File: src/design/mtd_pkg.sv
`timescale 1ns / 1ps

package mtd_pkg;

  // Field widths
  localparam int LEVEL_W   = 16;
  localparam int TIME_W    = 32;
  localparam int COUNT_W   = 4;
  localparam int CFG_DW    = 32;
  localparam int CFG_AW    = 2;
  localparam int S_TDATA_W = 48;
  localparam int M_TDATA_W = 8;

  // Register reset values
  localparam logic [LEVEL_W-1:0] LOW_THRESHOLD_RST  = 16'd200;
  localparam logic [LEVEL_W-1:0] HIGH_THRESHOLD_RST = 16'd600;
  localparam logic [TIME_W-1:0]  TAP_TIMEOUT_RST    = 32'd2000;
  localparam logic [COUNT_W-1:0] TAPS_NEEDED_RST    = 4'd4;

  // Register indexes on the configuration port
  typedef enum logic [CFG_AW-1:0] {
    CFG_LOW_THRESHOLD  = 2'd0,
    CFG_HIGH_THRESHOLD = 2'd1,
    CFG_TAP_TIMEOUT    = 2'd2,
    CFG_TAPS_NEEDED    = 2'd3
  } cfg_idx_t;

  // Current register contents, handed to the detector core
  typedef struct packed {
    logic [LEVEL_W-1:0] low_threshold;
    logic [LEVEL_W-1:0] high_threshold;
    logic [TIME_W-1:0]  tap_timeout;
    logic [COUNT_W-1:0] taps_needed;
  } cfg_t;

  // One result item
  typedef struct packed {
    logic [COUNT_W-1:0] edge_count;
    logic               level_active;
    logic               tap_toggle;
  } result_t;

endpackage

File: src/design/multiple_tap_detector.sv
`timescale 1ns / 1ps

// Multiple tap detector.
// Input stream (s_*): one transaction per sample, carrying a signed 16-bit
// level and a 32-bit free-running time stamp. Output stream (m_*): one
// transaction per sample with the toggle flag, the qualified level and the
// current edge count.
// Configuration: cfg_we writes cfg_wdata into register cfg_addr in the same
// cycle (0 low threshold, 1 high threshold, 2 timeout, 3 taps needed).
// Write it only while no transactions are in flight.
// Path: an accepted sample goes through the input register, then the result
// register, before it is presented on m_tvalid.
// Throughput: one transaction per cycle while m_tready is high; the whole update
// is one pass of compare/subtract logic between the input and result registers.
// Stalls: when m_tready is low, the result register holds its transaction and
// the input register can still take one more sample; s_tready drops only
// when both stages are full.
// Reset (rst, synchronous): both stages empty, registers at their defaults,
// hysteresis inactive, count, start time and toggle flag cleared.

module multiple_tap_detector (
  input  logic                          clk,
  input  logic                          rst,
  input  logic                          cfg_we,
  input  logic [mtd_pkg::CFG_AW-1:0]    cfg_addr,
  input  logic [mtd_pkg::CFG_DW-1:0]    cfg_wdata,
  input  logic                          s_tvalid,
  output logic                          s_tready,
  input  logic [mtd_pkg::S_TDATA_W-1:0] s_tdata,   // level[15:0], time_now[47:16]
  output logic                          m_tvalid,
  input  logic                          m_tready,
  output logic [mtd_pkg::M_TDATA_W-1:0] m_tdata    // tap_toggle[0], level_active[1],
                                                   // edge_count[5:2], zero[7:6]
);

  mtd_pkg::cfg_t               cfg;
  mtd_pkg::result_t            res;
  mtd_pkg::result_t            out_res;
  logic                        in_valid;
  logic [mtd_pkg::LEVEL_W-1:0] in_level;
  logic [mtd_pkg::TIME_W-1:0]  in_time;
  logic                        advance;
  logic                        s_accept;

  mtd_cfg_regs u_cfg (
    .clk      (clk),
    .rst      (rst),
    .cfg_we   (cfg_we),
    .cfg_addr (cfg_addr),
    .cfg_wdata(cfg_wdata),
    .cfg      (cfg)
  );

  mtd_core u_core (
    .clk     (clk),
    .rst     (rst),
    .advance (advance),
    .level   (in_level),
    .time_now(in_time),
    .cfg     (cfg),
    .res     (res)
  );

  // Handshake: input stage moves on when the result register is free or being taken
  assign advance  = in_valid && (!m_tvalid || m_tready);
  assign s_tready = !in_valid || advance;
  assign s_accept = s_tvalid && s_tready;

  // Input register
  always_ff @(posedge clk) begin
    if (rst) begin
      in_valid <= 1'b0;
    end else if (s_accept) begin
      in_valid <= 1'b1;
    end else if (advance) begin
      in_valid <= 1'b0;
    end
  end

  always_ff @(posedge clk) begin
    if (s_accept) begin
      in_level <= s_tdata[mtd_pkg::LEVEL_W-1:0];
      in_time  <= s_tdata[mtd_pkg::LEVEL_W +: mtd_pkg::TIME_W];
    end
  end

  // Result register
  always_ff @(posedge clk) begin
    if (rst) begin
      m_tvalid <= 1'b0;
    end else if (advance) begin
      m_tvalid <= 1'b1;
    end else if (m_tready) begin
      m_tvalid <= 1'b0;
    end
  end

  always_ff @(posedge clk) begin
    if (advance) begin
      out_res <= res;
    end
  end

  assign m_tdata = {2'b00, out_res.edge_count, out_res.level_active, out_res.tap_toggle};

  // Reset empties both stages
  a_reset_empty: assert property (@(posedge clk) rst |=> !in_valid && !m_tvalid)
    else $error("pipeline not empty after reset");

  // An empty input stage never refuses a sample
  a_ready_when_empty: assert property (@(posedge clk) disable iff (rst)
    !in_valid |-> s_tready)
    else $error("s_tready low with empty input stage");

  // A transaction moved forward is presented next cycle
  a_advance_presents: assert property (@(posedge clk) disable iff (rst)
    advance |=> m_tvalid)
    else $error("advanced transaction not presented");

  // A taken result with nothing behind it leaves the output empty
  a_drain: assert property (@(posedge clk) disable iff (rst)
    m_tvalid && m_tready && !advance |=> !m_tvalid)
    else $error("result repeated after being taken");

  // Input stage fills only through an accepted sample
  a_fill_source: assert property (@(posedge clk) disable iff (rst)
    !in_valid && !s_accept |=> !in_valid)
    else $error("input stage filled without a transaction");

endmodule

File: src/design/mtd_cfg_regs.sv
`timescale 1ns / 1ps

module mtd_cfg_regs (
  input  logic                        clk,
  input  logic                        rst,
  input  logic                        cfg_we,
  input  logic [mtd_pkg::CFG_AW-1:0]  cfg_addr,
  input  logic [mtd_pkg::CFG_DW-1:0]  cfg_wdata,
  output mtd_pkg::cfg_t               cfg
);

  // Register file, write only
  always_ff @(posedge clk) begin
    if (rst) begin
      cfg.low_threshold  <= mtd_pkg::LOW_THRESHOLD_RST;
      cfg.high_threshold <= mtd_pkg::HIGH_THRESHOLD_RST;
      cfg.tap_timeout    <= mtd_pkg::TAP_TIMEOUT_RST;
      cfg.taps_needed    <= mtd_pkg::TAPS_NEEDED_RST;
    end else if (cfg_we) begin
      unique case (mtd_pkg::cfg_idx_t'(cfg_addr))
        mtd_pkg::CFG_LOW_THRESHOLD: begin
          cfg.low_threshold <= cfg_wdata[mtd_pkg::LEVEL_W-1:0];
        end
        mtd_pkg::CFG_HIGH_THRESHOLD: begin
          cfg.high_threshold <= cfg_wdata[mtd_pkg::LEVEL_W-1:0];
        end
        mtd_pkg::CFG_TAP_TIMEOUT: begin
          cfg.tap_timeout <= cfg_wdata[mtd_pkg::TIME_W-1:0];
        end
        mtd_pkg::CFG_TAPS_NEEDED: begin
          cfg.taps_needed <= cfg_wdata[mtd_pkg::COUNT_W-1:0];
        end
        default: ;
      endcase
    end
  end

endmodule

File: src/design/mtd_core.sv
`timescale 1ns / 1ps

module mtd_core (
  input  logic                        clk,
  input  logic                        rst,
  input  logic                        advance,
  input  logic [mtd_pkg::LEVEL_W-1:0] level,
  input  logic [mtd_pkg::TIME_W-1:0]  time_now,
  input  mtd_pkg::cfg_t               cfg,
  output mtd_pkg::result_t            res
);

  logic                        hyst_state;
  logic [mtd_pkg::COUNT_W-1:0] pulse_count;
  logic [mtd_pkg::TIME_W-1:0]  start_time;
  logic                        toggle_flag;

  logic                        act;
  logic                        pulse;
  logic                        count_zero;
  logic [mtd_pkg::TIME_W-1:0]  start_time_next;
  logic [mtd_pkg::TIME_W-1:0]  elapsed;
  logic                        timeout;
  logic [mtd_pkg::COUNT_W-1:0] base;
  logic [mtd_pkg::COUNT_W-1:0] kept;
  logic [mtd_pkg::COUNT_W-1:0] pulse_count_next;
  logic                        toggle_flag_next;

  // Hysteresis: threshold depends on the current qualified level
  always_comb begin
    if (hyst_state) begin
      act = $signed(level) > $signed(cfg.low_threshold);
    end else begin
      act = $signed(level) > $signed(cfg.high_threshold);
    end
  end

  assign pulse      = act ^ hyst_state;
  assign count_zero = (pulse_count == '0);

  // Start time latches on the first rising edge of a run
  assign start_time_next = (act && pulse && count_zero) ? time_now : start_time;
  assign elapsed         = time_now - start_time_next;
  assign timeout         = elapsed > cfg.tap_timeout;

  // Count update: a falling edge with no run in progress is not counted
  assign base = (!act && count_zero) ? '0 : {{(mtd_pkg::COUNT_W-1){1'b0}}, pulse};
  assign kept = ((pulse_count >= cfg.taps_needed) || timeout) ? '0 : pulse_count;
  assign pulse_count_next = base + kept;

  assign toggle_flag_next = toggle_flag ^
                            ((pulse_count_next >= cfg.taps_needed) && !timeout);

  // State advances once per transaction moved to the output stage
  always_ff @(posedge clk) begin
    if (rst) begin
      hyst_state  <= 1'b0;
      pulse_count <= '0;
      start_time  <= '0;
      toggle_flag <= 1'b0;
    end else if (advance) begin
      hyst_state  <= act;
      pulse_count <= pulse_count_next;
      start_time  <= start_time_next;
      toggle_flag <= toggle_flag_next;
    end
  end

  assign res.tap_toggle   = toggle_flag_next;
  assign res.level_active = act;
  assign res.edge_count   = pulse_count_next;

endmodule

File: config.mk
export PLATFORM = sky130hd
export DESIGN_NAME = multiple_tap_detector
export DESIGN_NICKNAME = d
export VERILOG_FILES = /design/src/design/mtd_pkg.sv /design/src/design/multiple_tap_detector.sv /design/src/design/mtd_cfg_regs.sv /design/src/design/mtd_core.sv
export SDC_FILE = /design/constraint.sdc
export NUM_CORES = 1
export LEC_CHECK = 0
export BUFFER_PORTS_ARGS = -buffer_cell sky130_fd_sc_hd__buf_2
export CAP_MARGIN = 25
export CORE_MARGIN = 2
export CORE_UTILIZATION = 50
export DETAILED_ROUTE_END_ITERATION = 8
export GPL_TIMING_DRIVEN = 0
export PLACE_DENSITY = 0.69
export SLEW_MARGIN = 10
export SYNTH_ARGS = -nofsm -noshare
export SYNTH_HDL_FRONTEND = slang
export SYNTH_SLANG_ARGS = --single-unit
File: constraint.sdc
create_clock -name clk -period 23.7 [get_ports clk]
set_input_delay 5.925 -clock clk [delete_from_list [all_inputs] [get_ports clk]]
set_output_delay 5.925 -clock clk [all_outputs]
set_load 0.05 [all_outputs]
==> key figures, run 1 <==
STA
  • Slew Limit Fails: 0
  • Setup violations, final: 0
  • Minimum clock period: roughly 12000 ps
  • Slew at the pin closest to its max-slew limit: 858 ps
  • Layout Skew: around 23 ps
  • Relative slew margins: 0.428
  • RSZ-0062 raised after global routing: no
  • Final Hold Viols: 0
  • Final worst setup slack: approximately 11000 ps
  • WHS: roughly 460 ps
  • Setup tns final: 0 ps
  • Final worst-path cycle share: 0.526
  • Fmax: roughly 0.080 GHz

Yosys
  • Synth unique cells: 69
  • Cell count after synthesis: between 1000 and 1500
  • Post-synth EDFFs: 54
  • Mapped cell area: slightly above 9000 µm²
  • Most used DFF post-synth: dfxtp_1
  • Seq/Total Area, Yosys: 0.409
  • Avg Cell Area, Syn: between 9 and 10 µm²
  • Synth top area share: 0.234
  • Post-synth ARST share: 0
  • Cell accounting for the most synthesized area: dfxtp_1
  • Synth warnings: 0
  • Top post-synthesis cells by area: dfxtp_1 23%, edfxtp_1 18%, ha_1 14%, nand2_1 5.8%, a21oi_1 5.1%
  • Synthesis-stage register bit count: 162

CTS
  • Number of CTS-inserted buffers: 17
  • Root Driver: clkbuf_16
  • Clock sinks: 162
  • Number of H-tree levels: 4
  • Postcts setup bufs: 0
  • # hold bufs at CTS: 0
  • CTS clk-pin slew, worst paths: around 70 ps
  • Max clock buf depth: 2
  • TritonCTS clock tree: yes
  • Post-cts sizing count: 0
  • Skew-Pair Late Insertion Delay: 450 ps

Setup path
  • Crit path cell chain: buf_2 -> nor2b_1 -> nand2_1 -> buf_2
  • Critical Path RT: roughly 18000 ps
  • Cell mode on critical path: buf_2
  • Worst setup SP type: primary input
  • Worst EP arrival: between 6000 and 7000 ps
  • Setup Crit Path Kind: primary input to output pin
  • Slowest CP cell: buf_2
  • Slowest cell delay on critical path: roughly 210 ps
  • Crit. End Element: output pin
  • Flop-to-flop setup slack: ~14000 ps
  • Largest fanout on the critical path: 4

Pwr
  • P_leak: between 0.004 and 0.005 µW
  • Total chip power: 834 µW
  • P_sw: about 280 µW
  • Sequential Power Share: 0.372
  • Clock Power Share: 0.334
  • Switch share: 0.330
  • Maximum vdd ir drop: 52.9 µV
  • Internal: roughly 560 µW
  • PwrDens: just under 80 nW/µm²
  • Gate power share: 0.294

Outcome
  • Status: complete, but fails checks
  • Failing checks: design-rule violations

Detailed routing
  • Pre-antenna DRT Iters: 8
  • Total Wirelength: approximately 22 mm
  • Drt via density: roughly 5.5
  • Via count: 7514
  • DR WL/cell: 15.9 µm
  • ANT nets after route: 0
  • # DRC: 7
  • DRT iter0 DRCs: ~450

Floorplanning
  • Die Y: approximately 140 µm
  • Core Rows: a little under 50
  • Die W: around 140 µm
  • Die area: 19600 µm²
  • Starting Density: 0.512
  • Core Region: roughly 18000 µm²
  • Num ports: a little under 100

Place
  • Routability Congestion: approximately 0.93
  • Placed cells: 1333
  • IO buf count: 94
  • DP Worst Slack: 11240 ps
  • Post-DP HPWL: between 15 and 20 mm

Final layout
  • Fillers: approximately 1600
  • N_diodes: 0
  • Post-route insts no fill: about 1400
  • Multi-input gate area: around 5000 µm²
  • NumNets Final: approximately 1300
  • Area grow syn2layout: 14.9%
  • Register area: ~3800 µm²
  • Share of layout cells above drive strength 1: 0.129

Global routing
  • Largest net degree at the start of global routing: 26
  • Total GRT Usage: 0.229
  • Global route total overflow: 0
  • First-pass GRT wire length: between 30 and 40 mm
  • Vias in the first global route: 7121
  • Initial antenna violation count: 0

Hold path
  • Worst min path class: register to register

Run
  • Max_cap viols: 0
-- through the flow --
step                      utilization  cell area, µm²
after floorplan                     -            9260
after global placement          0.554           10000
after detailed placement        0.555           10000
after CTS                       0.588           10600
after global routing            0.588           10600
final                           0.588           10600
-- area by class of cell --
cell class                      count  share of cell area
Buffer                             37              0.0138
Tap cell                          229              0.0269
Sequential cell                   162               0.356
Clock buffer                       17              0.0400
Timing Repair Buffer               96              0.0466
Clock inverter                     15              0.0155
Multi-Input combinational cell    727               0.472
Inverter                           83              0.0293
-- path summary, 6_finish.rpt --
kind                                    from                         end  cells past startpoint
setup / recovery                    m_tready                    s_tready                      4
hold / removal    u_cfg.cfg[44]$_SDFFE_PP0P_  u_cfg.cfg[44]$_SDFFE_PP0P_                      2
setup reg to reg      in_level[15]$_DFFE_PP_        m_tdata[0]$_DFFE_PP_                     36
hold reg to reg   u_cfg.cfg[44]$_SDFFE_PP0P_  u_cfg.cfg[44]$_SDFFE_PP0P_                      2
-- state kept, by name, indices dropped and copies added, names as in the netlist --
register	cells
m_tvalid	1
u_core.start_time	32
u_core.pulse_count	4
in_valid	1
m_tdata	6
u_core.hyst_state	1
in_time	32
in_level	16
u_core.toggle_flag	1
u_cfg.cfg	68
-- metal layers --
layer	global-route usage	vias to the layer above	share of wire
met5	0	-	0
met4	0.0872	0	0.021
met3	0.0499	31	0.047
met2	0.367	186	0.46
met1	0.306	3490	0.47
li1	-	3807	-
-- critical path: cells and delay by family --
kind                   cells  cell delay [ps]
buffers and inverters      2              310
AND/OR/NAND/NOR            2              290
-- placed cells by master (no fill, tap or decap), types with 17 or more instances in the layout --
cell       count
a211oi_1      34
a21o_1        25
a21oi_1       95
buf_2         95
clkbuf_1      31
clkbuf_16     17
dfxtp_1      108
edfxtp_1      54
ha_1         105
inv_1         83
mux2i_1       34
nand2_1      142
nor2_1        67
o21ai_0       17
xnor2_1       24
-- power groups by stage --
stage	clock [µW]	sequential (µW)	combinational, µW
after global routing	296	312	277
after detailed placement	0	317	242
after global placement	0	317	235
after floorplan	0	317	182
final	278	311	245
after CTS	283	311	245
-- synth_stat cells (2+ instances only) --
cell	instances
or2_2	2
a211oi_1	34
ha_1	105
nor4_1	4
and2_1	6
buf_4	2
nand2_1	142
mux2_2	2
nor2_1	67
nor3_1	12
a41oi_1	5
and3_1	7
edfxtp_1	54
a21o_1	25
clkbuf_1	31
nand4_1	11
a211o_1	11
or3_1	4
nand3b_1	7
o21ai_0	17
inv_1	83
a21oi_1	95
nor2b_1	12
buf_1	4
dfxtp_1	108
o31a_1	2
a311oi_1	2
o21a_1	8
nand3_1	16
a221o_1	4
nor3b_1	3
nand2b_1	14
xnor2_1	24
o21bai_1	4
and4_1	2
mux2i_1	34
o31ai_1	4
xor2_1	10
-- logic make-up after synthesis --
| kind of cell | after synthesis | share of synthesized area |
|---|---|---|
| DFF | 162 | 0.409 |
| and+or+nand+nor | 319 | 0.161 |
| muxes | 36 | 0.0392 |
| xor gates and xnor gates | 34 | 0.0322 |
| other | 1 | 0.000405 |
| adders and majority gates | 106 | 0.144 |
| buffers and inverters | 120 | 0.0495 |
| AOI/OAI and AO/OA | 230 | 0.165 |
Note: power is estimated with default switching activity, not from simulation.
==> inputs of run 2 (changes only) <==
ABC_AREA = 1   (was not set)
PLACE_DENSITY = 0.72   (was 0.69)
clock period = 10.1 ns   (was 23.7 ns; I/O delays follow)
==> key figures, run 2 <==
Yosys
  • Post-synth top cells: 177 x nand2_1, 174 x inv_1, 123 x a21oi_1
  • Mapped cell area: 9370 µm²
  • Synth unique cells: between 40 and 50
  • Synth Area in Compound Gates: 0.171
  • Synth top area share: 0.231
  • Synthesis-stage register bit count: between 150 and 200
  • Post-synth ARST share: 0
  • Most frequent cell after synthesis: nand2_1
  • Synth warnings: 0
  • Most used DFF post-synth: dfxtp_1
  • Cell accounting for the most synthesized area: dfxtp_1
  • Seq/Total Area, Yosys: 0.404
  • Avg Cell Area, Syn: between 8 and 9 µm²
  • Adder-Cell Fraction of Synth Area: 0.142
  • Post-synthesis simple-gate area fraction: 0.141
  • Top post-synthesis cells by area: dfxtp_1 23%, edfxtp_1 17%, ha_1 14%, nand2_1 7.1%, inv_1 7.0%
  • Post-synthesis mux area share: 0.0299
  • Post-synth EDFFs: between 50 and 60
  • Cell count after synthesis: roughly 1100
  • Largest family of logic cells by synthesized area: compound AO/OA/AOI/OAI gates
  • Post-Synth XOR/XNOR Area: 0.0243

Final layout
  • NumNets Final: ~1400
  • Area grow syn2layout: 15.1%
  • Share of layout cells above drive strength 1: 0.112
  • Commonest non-fill, non-tap cell in the layout: nand2_1
  • Post-route insts no fill: 1489
  • Fillers: approximately 1700
  • N_diodes: 0
  • Largest register FFs: 68
  • Commonest cells after routing, fill and taps aside: 177 x nand2_1, 173 x inv_1, 123 x a21oi_1
  • Post-layout instance area: 10800 µm²
  • Biggest regs: u_cfg.cfg (68), in_time (32), u_core.start_time (32)
  • Most flops, register: u_cfg.cfg

Place
  • Area post-placement: between 10000 and 15000 µm²
  • Routability Congestion: ~0.97
  • Post-DP HPWL: between 15 and 20 mm
  • DP Worst Slack: 2180 ps
  • Placed cells: between 1000 and 1500
  • IO buf count: 93

STA
  • Fmax: between 0.1 and 0.15 GHz
  • Layout Skew: ~11 ps
  • Slew Limit Fails: 0
  • Minimum clock period: roughly 8000 ps
  • RSZ-0062 raised after global routing: no
  • Final Hold Viols: 0
  • Final worst-path cycle share: 0.789
  • Final worst setup slack: about 2100 ps
  • Slew at the pin closest to its max-slew limit: 826 ps
  • Setup violations, final: 0
  • Setup tns final: 0 ps
  • Relative slew margins: 0.447

Floorplanning
  • Starting Density: 0.506
  • Core Region: 18500 µm²
  • Die W: about 140 µm
  • Num ports: 97
  • Die Y: approximately 140 µm
  • Core Rows: 50
  • Die area: around 20000 µm²

Outcome
  • Status: finished clean

CTS
  • CTS clk-pin slew, worst paths: about 70 ps
  • Number of CTS-inserted buffers: 17
  • Max clock buf depth: 2
  • Skew-Pair Late Insertion Delay: around 450 ps
  • TritonCTS clock tree: yes
  • Root Driver: clkbuf_16
  • Post-cts sizing count: 0
  • Postcts setup bufs: 0
  • Clock sinks: 162
  • # hold bufs at CTS: 0
  • Number of H-tree levels: 4

Setup path
  • Largest fanout on the critical path: 10
  • Crit. End Element: register
  • Cell mode on critical path: nand2_1
  • Worst setup SP type: register
  • Slowest CP cell: a2111oi_0
  • Worst EP arrival: just over 8000 ps
  • Critical Path RT: approximately 10000 ps
  • Slowest cell delay on critical path: just over 600 ps
  • Setup Crit Path Kind: register to register

Detailed routing
  • DR WL/cell: about 16 µm
  • # DRC: 0
  • Drt via density: ~5.3
  • Total Wirelength: 23.1 mm
  • DRT iter0 DRCs: approximately 600
  • ANT nets after route: 0
  • Pre-antenna DRT Iters: 6
  • Via count: 7933

Run
  • Max_cap viols: 0

Pwr
  • Maximum vdd ir drop: roughly 140 µV
  • P_leak: slightly above 0.005 µW
  • PwrDens: ~190 nW/µm²

Global routing
  • Initial antenna violation count: 0
  • Vias in the first global route: 7463
  • Total GRT Usage: 0.240
  • Global route total overflow: 0
  • Largest net degree at the start of global routing: 29
  • First-pass GRT wire length: ~37 mm

Hold path
  • Worst min path class: register to register
==> run 2: power breakdown <==
group,switching [µW],total (µW),internal [µW]
combinational,375,605,230
clock,289,708,419
sequential,19.6,736,716
==> run 2: stage by stage <==
stage | hold slack (ps) | total power, µW | utilization
after floorplan | 435 | 1190 | -
after global placement | 448 | 1330 | 0.547
after detailed placement | 452 | 1350 | 0.548
after CTS | 461 | 2050 | 0.582
after global routing | 483 | 2170 | 0.582
final | 462 | 2050 | 0.582
==> run 2: per-layer routing <==
layer	wire length, µm	track usage	up-vias
met5	0	0	-
met4	429	0.0732	0
met3	1220	0.0418	35
met2	10600	0.397	218
met1	10900	0.324	3618
li1	-	-	4062
==> run 2: worst paths after layout <==
kind | startpoint | slack (ps) | cells after the start | end
worst min register to register | u_cfg.cfg[23]$_SDFFE_PP0P_ | 460 | 2 | u_cfg.cfg[23]$_SDFFE_PP0P_
worst max register to register | in_level[15]$_DFFE_PP_ | 2130 | 53 | u_core.toggle_flag$_SDFFE_PP0P_
worst min-delay path | u_cfg.cfg[23]$_SDFFE_PP0P_ | 460 | 2 | u_cfg.cfg[23]$_SDFFE_PP0P_
worst max-delay path | in_level[15]$_DFFE_PP_ | 2130 | 53 | u_core.toggle_flag$_SDFFE_PP0P_
==> run 2: critical path: cells and delay by family (launching register included) <==
kind	cells	cell delay, ps
AOI/OAI and AO/OA	12	2300
xor gates and xnor gates	2	320
adders and majority gates	6	1640
buffers and inverters	8	890
DFF	1	430
and+or+nand+nor	25	2290
==> run 2: cell families (layout without fill, tap and decap cells) <==
kind of cell / count (synthesis) / count (layout)
adders and majority gates: 106 / 106
and+or+nand+nor: 313 / 313
other: 1 / 2
xor gates and xnor gates: 26 / 26
AOI/OAI and AO/OA: 282 / 282
DFF: 162 / 162
buffers and inverters: 210 / 336
muxes: 28 / 28
==> run 2: final cells by class <==
type	instances	area, µm²	area share
clock buffer	19	433	0.0401
tap	234	293	0.0271
timing repair buffer	94	485	0.0450
multi-input combinational	757	4780	0.443
sequential	162	3780	0.351
inverter	176	661	0.0613
clock inverter	13	198	0.0183
buffer	34	151	0.0140
